==> config.mk <==
export PLATFORM = sky130hd
export DESIGN_NAME = sync_word_frame_checker_top
export DESIGN_NICKNAME = d
export VERILOG_FILES = /design/src/hdl/swfc_pkg.sv /design/src/hdl/sync_word_frame_checker_top.sv /design/src/hdl/swfc_ctrl.sv /design/src/hdl/swfc_dp.sv
export SDC_FILE = /design/constraint.sdc
export NUM_CORES = 1
export LEC_CHECK = 0
export ABC_CLOCK_PERIOD_IN_PS = 11700
export BUFFER_PORTS_ARGS = -buffer_cell sky130_fd_sc_hd__buf_2
export CAP_MARGIN = 40
export CORE_UTILIZATION = 30
export DETAILED_ROUTE_END_ITERATION = 16
export PLACE_DENSITY = 0.53
export SYNTH_ARGS = -nofsm -noshare
export SYNTH_HDL_FRONTEND = slang
export SYNTH_SLANG_ARGS = --single-unit
export TNS_END_PERCENT = 1
==> constraint.sdc <==
create_clock -name clock -period 11.7 [get_ports clock]
set_input_delay 1.755 -clock clock [delete_from_list [all_inputs] [get_ports clock]]
set_output_delay 1.755 -clock clock [all_outputs]
set_load 0.05 [all_outputs]
==> src/hdl/swfc_pkg.sv <==
// Package for the sync-word frame checker: frame geometry, sync constants,
// and the command/status structs between the controller and the datapath.
// Depends on nothing; every other file of the block imports it.
package swfc_pkg;

   // Frame geometry. The frame length counts the sync pair and the checksum.
   localparam int FRAME_LEN = 16;
   localparam int ADDR_W    = $clog2(FRAME_LEN);
   localparam int PAY_COUNT = FRAME_LEN - 4;

   // Fixed field widths.
   localparam int BYTE_W = 8;
   localparam int IDX_W  = 6;
   localparam int SUM_W  = 16;

   // Sync pair.
   localparam logic [BYTE_W-1:0] SYNC_FIRST  = 8'hAA;
   localparam logic [BYTE_W-1:0] SYNC_SECOND = 8'h55;

   // Result status codes.
   localparam logic STATUS_GOOD     = 1'b0;
   localparam logic STATUS_MISMATCH = 1'b1;

   // Commands from the controller to the datapath.
   typedef struct packed {
      logic byte_acc;   // An input transaction is taken this cycle.
      logic rd_en;      // Read the next payload byte from the frame store.
      logic load_pay;   // Load a payload result into the output register.
      logic load_fail;  // Load a mismatch result into the output register.
   } dp_cmd_type;

   // Status from the datapath to the controller.
   typedef struct packed {
      logic frame_done; // The byte on the input completes a frame.
      logic sum_match;  // The checksum of that frame matches.
      logic idx_last;   // The payload index points at the final payload byte.
      logic out_free;   // The output register can take a result this cycle.
   } dp_status_type;

endpackage

==> src/hdl/sync_word_frame_checker_top.sv <==
// Top level of the sync-word frame checker: joins the controller and the
// datapath. Depends on swfc_pkg, swfc_ctrl and swfc_dp.
//
//   Channel | Ports                         | Direction | Carries
//   req     | req_valid/req_stall           | in        | one received byte
//   rsp     | rsp_valid/rsp_stall           | out       | one payload or mismatch result
//
// A byte that does not complete a frame is taken whenever it is offered.
// After the final byte of a good frame, each payload byte is read from the
// frame store and then loaded into the output register; after a bad frame,
// a single mismatch result is loaded into the output register.
// Input is stalled while results are emitted.
// Reset is synchronous; the frame store needs no clearing pass.
// A stalled output holds its result and the emission waits for it.
module sync_word_frame_checker_top (
   input  logic                          clock,
   input  logic                          reset,
   input  logic                          req_valid,
   output logic                          req_stall,
   input  logic [swfc_pkg::BYTE_W-1:0]   req_rx_byte,
   output logic                          rsp_valid,
   input  logic                          rsp_stall,
   output logic                          rsp_status,
   output logic [swfc_pkg::BYTE_W-1:0]   rsp_payload_byte,
   output logic [swfc_pkg::IDX_W-1:0]    rsp_byte_index,
   output logic                          rsp_last_of_run,
   output logic [swfc_pkg::SUM_W-1:0]    rsp_sum_received,
   output logic [swfc_pkg::SUM_W-1:0]    rsp_sum_computed
);
   import swfc_pkg::*;

   dp_cmd_type    cmd;
   dp_status_type status;

   // Controller.
   swfc_ctrl u_ctrl (
      .clock     (clock),
      .reset     (reset),
      .req_valid (req_valid),
      .req_stall (req_stall),
      .status    (status),
      .cmd       (cmd)
   );

   // Datapath.
   swfc_dp u_dp (
      .clock            (clock),
      .reset            (reset),
      .req_rx_byte      (req_rx_byte),
      .cmd              (cmd),
      .status           (status),
      .rsp_stall        (rsp_stall),
      .rsp_valid        (rsp_valid),
      .rsp_status       (rsp_status),
      .rsp_payload_byte (rsp_payload_byte),
      .rsp_byte_index   (rsp_byte_index),
      .rsp_last_of_run  (rsp_last_of_run),
      .rsp_sum_received (rsp_sum_received),
      .rsp_sum_computed (rsp_sum_computed)
   );

   // A mismatch result is a single, final result with zeroed payload fields.
   a_fail_shape: assert property (@(posedge clock) disable iff (reset)
      (rsp_valid && rsp_status == STATUS_MISMATCH) |->
      (rsp_last_of_run && rsp_payload_byte == '0 && rsp_byte_index == '0))
      else $error("mismatch result has a bad shape");

   // A good payload result always carries equal sums.
   a_good_sums: assert property (@(posedge clock) disable iff (reset)
      (rsp_valid && rsp_status == STATUS_GOOD) |->
      (rsp_sum_received == rsp_sum_computed))
      else $error("good result with differing sums");

   // Once the final byte of a frame is taken, input stalls for the results.
   a_stall_after_frame: assert property (@(posedge clock) disable iff (reset)
      (req_valid && !req_stall && status.frame_done) |=> req_stall)
      else $error("input not stalled after frame completion");

endmodule

==> src/hdl/swfc_ctrl.sv <==
// Controller of the sync-word frame checker: sequences byte intake and the
// emission of results. Depends on swfc_pkg for the command/status structs.
module swfc_ctrl (
   input  logic                   clock,
   input  logic                   reset,
   input  logic                   req_valid,
   output logic                   req_stall,
   input  swfc_pkg::dp_status_type status,
   output swfc_pkg::dp_cmd_type    cmd
);
   import swfc_pkg::*;

   typedef enum logic [3:0] {
      ST_RECV = 4'b0001,
      ST_READ = 4'b0010,
      ST_LOAD = 4'b0100,
      ST_FAIL = 4'b1000
   } ctrl_state_type;

   ctrl_state_type state_ff, state_in;

   // Next state and commands.
   always_comb begin
      state_in       = state_ff;
      cmd            = '0;
      req_stall      = 1'b1;
      unique case (state_ff)
         ST_RECV: begin
            req_stall    = 1'b0;
            cmd.byte_acc = req_valid;
            if (req_valid && status.frame_done) begin
               state_in = status.sum_match ? ST_READ : ST_FAIL;
            end
         end
         ST_READ: begin
            cmd.rd_en = 1'b1;
            state_in  = ST_LOAD;
         end
         ST_LOAD: begin
            if (status.out_free) begin
               cmd.load_pay = 1'b1;
               state_in     = status.idx_last ? ST_RECV : ST_READ;
            end
         end
         ST_FAIL: begin
            if (status.out_free) begin
               cmd.load_fail = 1'b1;
               state_in      = ST_RECV;
            end
         end
         default: begin
            state_in = ST_RECV;
         end
      endcase
   end

   // State register.
   always_ff @(posedge clock) begin
      if (reset) begin
         state_ff <= ST_RECV;
      end else begin
         state_ff <= state_in;
      end
   end

endmodule

==> src/hdl/swfc_dp.sv <==
// Datapath of the sync-word frame checker: fill count, running sum, frame
// store, payload index and the output register. Depends on swfc_pkg.
module swfc_dp (
   input  logic                          clock,
   input  logic                          reset,
   input  logic [swfc_pkg::BYTE_W-1:0]   req_rx_byte,
   input  swfc_pkg::dp_cmd_type          cmd,
   output swfc_pkg::dp_status_type       status,
   input  logic                          rsp_stall,
   output logic                          rsp_valid,
   output logic                          rsp_status,
   output logic [swfc_pkg::BYTE_W-1:0]   rsp_payload_byte,
   output logic [swfc_pkg::IDX_W-1:0]    rsp_byte_index,
   output logic                          rsp_last_of_run,
   output logic [swfc_pkg::SUM_W-1:0]    rsp_sum_received,
   output logic [swfc_pkg::SUM_W-1:0]    rsp_sum_computed
);
   import swfc_pkg::*;

   logic [ADDR_W-1:0] pos_ff, pos_in;
   logic [SUM_W-1:0]  sum_ff, sum_in;
   logic [BYTE_W-1:0] srx_lo_ff;
   logic [SUM_W-1:0]  srx_ff, scmp_ff;
   logic [IDX_W-1:0]  idx_ff, idx_in;
   logic [BYTE_W-1:0] rd_data_ff;
   logic [BYTE_W-1:0] frame_mem [FRAME_LEN];
   logic [SUM_W-1:0]  srx_now;
   logic [ADDR_W-1:0] rd_addr;
   logic              rsp_valid_ff, rsp_valid_in;
   logic              is_final;
   logic              rsp_status_ff;
   logic [BYTE_W-1:0] rsp_payload_byte_ff;
   logic [IDX_W-1:0]  rsp_byte_index_ff;
   logic              rsp_last_of_run_ff;
   logic [SUM_W-1:0]  rsp_sum_received_ff;
   logic [SUM_W-1:0]  rsp_sum_computed_ff;

   assign is_final = (pos_ff == ADDR_W'(FRAME_LEN - 1));
   assign srx_now  = {req_rx_byte, srx_lo_ff};
   assign rd_addr  = ADDR_W'(idx_ff + IDX_W'(2));

   // Status toward the controller.
   always_comb begin
      status.frame_done = is_final;
      status.sum_match  = (srx_now == sum_ff);
      status.idx_last   = (idx_ff == IDX_W'(PAY_COUNT - 1));
      status.out_free   = !rsp_valid_ff || !rsp_stall;
   end

   // Sync hunt, fill count and running sum.
   always_comb begin
      pos_in = pos_ff;
      sum_in = sum_ff;
      if (cmd.byte_acc) begin
         priority if (pos_ff == ADDR_W'(0)) begin
            if (req_rx_byte == SYNC_FIRST) begin
               pos_in = ADDR_W'(1);
               sum_in = SUM_W'(req_rx_byte);
            end
         end else if (pos_ff == ADDR_W'(1)) begin
            if (req_rx_byte == SYNC_SECOND) begin
               pos_in = ADDR_W'(2);
               sum_in = sum_ff + SUM_W'(req_rx_byte);
            end else begin
               pos_in = '0;
               sum_in = '0;
            end
         end else if (is_final) begin
            pos_in = '0;
            sum_in = '0;
         end else begin
            pos_in = pos_ff + ADDR_W'(1);
            if (pos_ff < ADDR_W'(FRAME_LEN - 2)) begin
               sum_in = sum_ff + SUM_W'(req_rx_byte);
            end
         end
      end
   end

   always_ff @(posedge clock) begin
      if (reset) begin
         pos_ff <= '0;
         sum_ff <= '0;
      end else begin
         pos_ff <= pos_in;
         sum_ff <= sum_in;
      end
   end

   // Checksum capture at the end of a frame.
   always_ff @(posedge clock) begin
      if (cmd.byte_acc && pos_ff == ADDR_W'(FRAME_LEN - 2)) begin
         srx_lo_ff <= req_rx_byte;
      end
      if (cmd.byte_acc && is_final) begin
         srx_ff  <= srx_now;
         scmp_ff <= sum_ff;
      end
   end

   // Frame store: written on each taken byte, read one payload byte at a time.
   always_ff @(posedge clock) begin
      if (cmd.byte_acc) begin
         frame_mem[pos_ff] <= req_rx_byte;
      end
      if (cmd.rd_en) begin
         rd_data_ff <= frame_mem[rd_addr];
      end
   end

   // Payload index: cleared when a frame completes, stepped per payload result.
   always_comb begin
      idx_in = idx_ff;
      if (cmd.byte_acc && is_final) begin
         idx_in = '0;
      end else if (cmd.load_pay) begin
         idx_in = idx_ff + IDX_W'(1);
      end
   end

   always_ff @(posedge clock) begin
      if (reset) begin
         idx_ff <= '0;
      end else begin
         idx_ff <= idx_in;
      end
   end

   // Output register valid flag.
   always_comb begin
      rsp_valid_in = rsp_valid_ff;
      if (cmd.load_pay || cmd.load_fail) begin
         rsp_valid_in = 1'b1;
      end else if (!rsp_stall) begin
         rsp_valid_in = 1'b0;
      end
   end

   always_ff @(posedge clock) begin
      if (reset) begin
         rsp_valid_ff <= 1'b0;
      end else begin
         rsp_valid_ff <= rsp_valid_in;
      end
   end

   // Output register payload.
   always_ff @(posedge clock) begin
      if (cmd.load_pay) begin
         rsp_status_ff       <= STATUS_GOOD;
         rsp_payload_byte_ff <= rd_data_ff;
         rsp_byte_index_ff   <= idx_ff;
         rsp_last_of_run_ff  <= status.idx_last;
         rsp_sum_received_ff <= srx_ff;
         rsp_sum_computed_ff <= scmp_ff;
      end else if (cmd.load_fail) begin
         rsp_status_ff       <= STATUS_MISMATCH;
         rsp_payload_byte_ff <= '0;
         rsp_byte_index_ff   <= '0;
         rsp_last_of_run_ff  <= 1'b1;
         rsp_sum_received_ff <= srx_ff;
         rsp_sum_computed_ff <= scmp_ff;
      end
   end

   assign rsp_valid        = rsp_valid_ff;
   assign rsp_status       = rsp_status_ff;
   assign rsp_payload_byte = rsp_payload_byte_ff;
   assign rsp_byte_index   = rsp_byte_index_ff;
   assign rsp_last_of_run  = rsp_last_of_run_ff;
   assign rsp_sum_received = rsp_sum_received_ff;
   assign rsp_sum_computed = rsp_sum_computed_ff;

endmodule

==> results.cfg <==
[timing]
grt_setup_unrepaired = no
tightest_slew_ns = 0.800
setup_violations = 0
fin_setup_tns_ns = 0
setup_ws_ns = 8.06
post-route-period-util_pct = 31.1
fin_hold_ws_ns = 0.418
slew_viol_final = 0
max-slew-margin-rel_pct = 46.6
fmax_mhz = 274
fin_worst_skew_ns = 0.0156
hold_violations = 0
finalCriticalPeriod_ns = 3.64

[power_and_ir_drop]
ir_drop_uv = 73.4
fin_total_pwr_mw = 1.73
power.leakage_nw = 3.66
powerDensity_nw_per_um2 = 153

[global_routing]
grt_pass1_wl_mm = 31.9
gr-usage-all-layers_pct = 12.6
antenna_found_initial = 0
gr-total-overflow = 0
grt_max_degree = 38
grt_pass1_vias = 5317

[min_path]
hold_path_class = flop to flop

[synth]
yosysSeqAreaShare_pct = 71.5
synthFlopType = edfxtp_1
synth_area_um2 = 9590
synth_fa_ha_area_share_pct = 2.03
synth-seq-cells = 239
synth_top_family_by_area = multiplexers
yosysUniqueCellTypes = 55
synth_cells = 568
synth_area_per_cell_um2 = 16.9
synth-simple-area-share_pct = 8.47
synth_compound_area_share_pct = 4.59
ys_warn_count = 0
synthMuxAreaShare_pct = 9.60
synth-edff-count = 207
syn-num-nets = 595
ys_async_sr_fraction_pct = 0
synth_xor_area_share_pct = 2.47

[clock_network]
clk_pin_slew_ns = 0.07
cts_resized = 0
ctsHoldBuffers = 0
insertion_delay_ns = 0.53
cts.sinks = 239
post_cts_buffers = 0
cts_tree = yes
root_buffer = clkbuf_16
clockBufferDepth = 3
cts_made_buffers = 24
cts_htree_levels = 1

[detailed_routing]
wl_per_cell_um = 19.2
viasPerCell = 4.98
wirelength_mm = 20.6
wl_met3_mm = 1.04
firstDrtPassIters = 5
vias = 5358
ant_nets = 0
top_layer = met4
wl_met2_mm = 10.3
met1_length_mm = 8.99
drt_iter0_drc = 492
drc = 0

[critical_path]
r2r_start = u_ctrl.state_ff[3]
crit_path_start_kind = input port
endpoint_kind = flop
critPathMaxFanout = 20
path_buf_inv = 2
cp_top_family = simple AND/OR/NAND/NOR gates
reg2reg_to = u_dp.frame_mem[1][1]
crit_path_max_incr_delay_ns = 0.54
r2r_cells = 5
endpoint = u_dp.sum_ff[12]
crit_chain = buf_2, ha_1, inv_1, fa_1, nor2b_1, o31a_1, o21ai_1, or4b_1, a21oi_1
path_class = input port to flop
rrSetupSlack_ns = 9.04
slowest_stage = or4b_1
path_depth = 9
crit_start = req_rx_byte[0]
worstPathArrival_ns = 4.09
critPathRequiredTime_ns = 12.15

[floorplanning]
dieArea_um2 = 32700
pin_count = 62
initial_core_util_pct = 30.5
rows = 65
coreArea_um2 = 31500
fp.dieW_um = 181
die_h_um = 181

[placement]
numPortBuffers = 61
place_inst = 1031
placed_area_um2 = 10500
post-place-ws_ns = 7.57
globalplace.congestion = 0.857
dpl.hpwl_mm = 14.5

[layout]
drive_above_1_share_pct = 25.0
syn_to_final_growth_pct = 17.8
final_area_um2 = 11300
final_nets = 682
n_antenna_cell = 0
final_util_pct = 35.9
final_cells = 1075

[run]
drv_cap = 0

[status]
status = finished, final reports clean
[metal layers]
| metal | vias up | global-route usage, % |
|---|---|---|
| met5 | - | 0 |
| met4 | 0 | 3.32 |
| met3 | 24 | 1.91 |
| met2 | 171 | 21.8 |
| met1 | 2751 | 16.6 |
| li1 | 2412 | - |
[report_power, final]
part | internal, mW | total [mW] | switching (mW)
clock | 0.460 | 0.780 | 0.320
sequential | 0.922 | 0.922 | 0.000460
combinational | 0.00707 | 0.0251 | 0.0180
[worst register-to-register path: stages (launching register included)]
cell and delay (ns):
dfxtp_1 0.40, nor4b_4 0.57, and2_1 0.45, nand2_1 0.20
nor2_1 0.50, buf_4 0.26
[synthesized netlist by cell type, drive strengths merged (3+ instances only)]
master  instances  area [µm²]
o31ai           4        30.0
xor2            7        61.3
nand3          13        70.1
buf             9        43.8
nand2          25        96.4
o211ai          4        30.0
ha             14         175
nand2b          6        37.5
nor4b           3        47.5
nor2           38         143
a221oi          3        26.3
a211oi          5        37.5
mux4           40         901
o21ai          11        55.1
nor4bb          4        40.0
clkbuf         10        37.5
or4b            3        30.0
nand4           6        37.5
o21bai          3        26.3
dfxtp          32         641
or3             5        31.3
inv            13        48.8
edfxtp        207        6220
xnor2          20         175
nor3b           3        22.5
nor4            3        18.8
nor2b           6        37.5
or4             3        22.5
and3           19         119
a21oi          23         115
[cells by family (layout without fill, tap and decap cells)]
kind of cell,count (synthesis),count (layout)
buffers and inverters,32,137
DFF,239,239
and+or+nand+nor,145,145
AOI/OAI and AO/OA,68,68
muxes,42,42
adders and majority gates,15,15
xor gates and xnor gates,27,27
[flip-flops by register name (all words and copies together), names as in the netlist]
register and cells:
u_ctrl.state_ff 4, u_dp.scmp_ff 16, u_dp.rsp_sum_computed 16, u_dp.sum_ff 16, u_dp.idx_ff 6, u_dp.rd_data_ff 8, u_dp.pos_ff 4, u_dp.rsp_payload_byte 8
u_dp.frame_mem 121, u_dp.rsp_status 1, u_dp.rsp_last_of_run 1, u_dp.rsp_byte_index 6, u_dp.srx_lo_ff 7, u_dp.rsp_valid 1, u_dp.srx_ff 8, u_dp.rsp_sum_received 16
[cells in the final DEF, fill, tap and decap left out, types with 19 or more instances in the layout]
master / instances
mux4_2: 40
xnor2_1: 20
a21oi_1: 22
and3_1: 19
nand2_1: 24
edfxtp_1: 207
nor2_1: 38
buf_2: 61
dfxtp_1: 31
clkbuf_16: 24
[worst min path at each step]
stage | to | slack, ns | startpoint | cells after the start
2_1_floorplan | u_dp.rsp_sum_computed[0] | 0.40 | u_dp.scmp_ff[0] | 0
3_3_place_gp | u_dp.rsp_sum_received[3] | 0.40 | u_dp.srx_ff[3] | 0
3_5_place_dp | u_dp.rsp_sum_computed[14] | 0.40 | u_dp.scmp_ff[14] | 0
4_1_cts | u_dp.rsp_sum_computed[14] | 0.42 | u_dp.scmp_ff[14] | 0
5_1_grt | u_dp.rsp_sum_received[7] | 0.42 | u_dp.srx_ff[7] | 0
6_report | u_dp.rsp_sum_computed[14] | 0.42 | u_dp.scmp_ff[14] | 0
[cell type report]
type | instances | area [µm²]
Fill cell | 2900 | 20200
Sequential cell | 239 | 6860
Multi-Input combinational cell | 297 | 2620
Clock buffer | 29 | 639
Tap cell | 402 | 503
Timing Repair Buffer | 80 | 463
Clock inverter | 15 | 175
Inverter | 13 | 48.8
No activity file was read; power rests on OpenSTA's default activity.
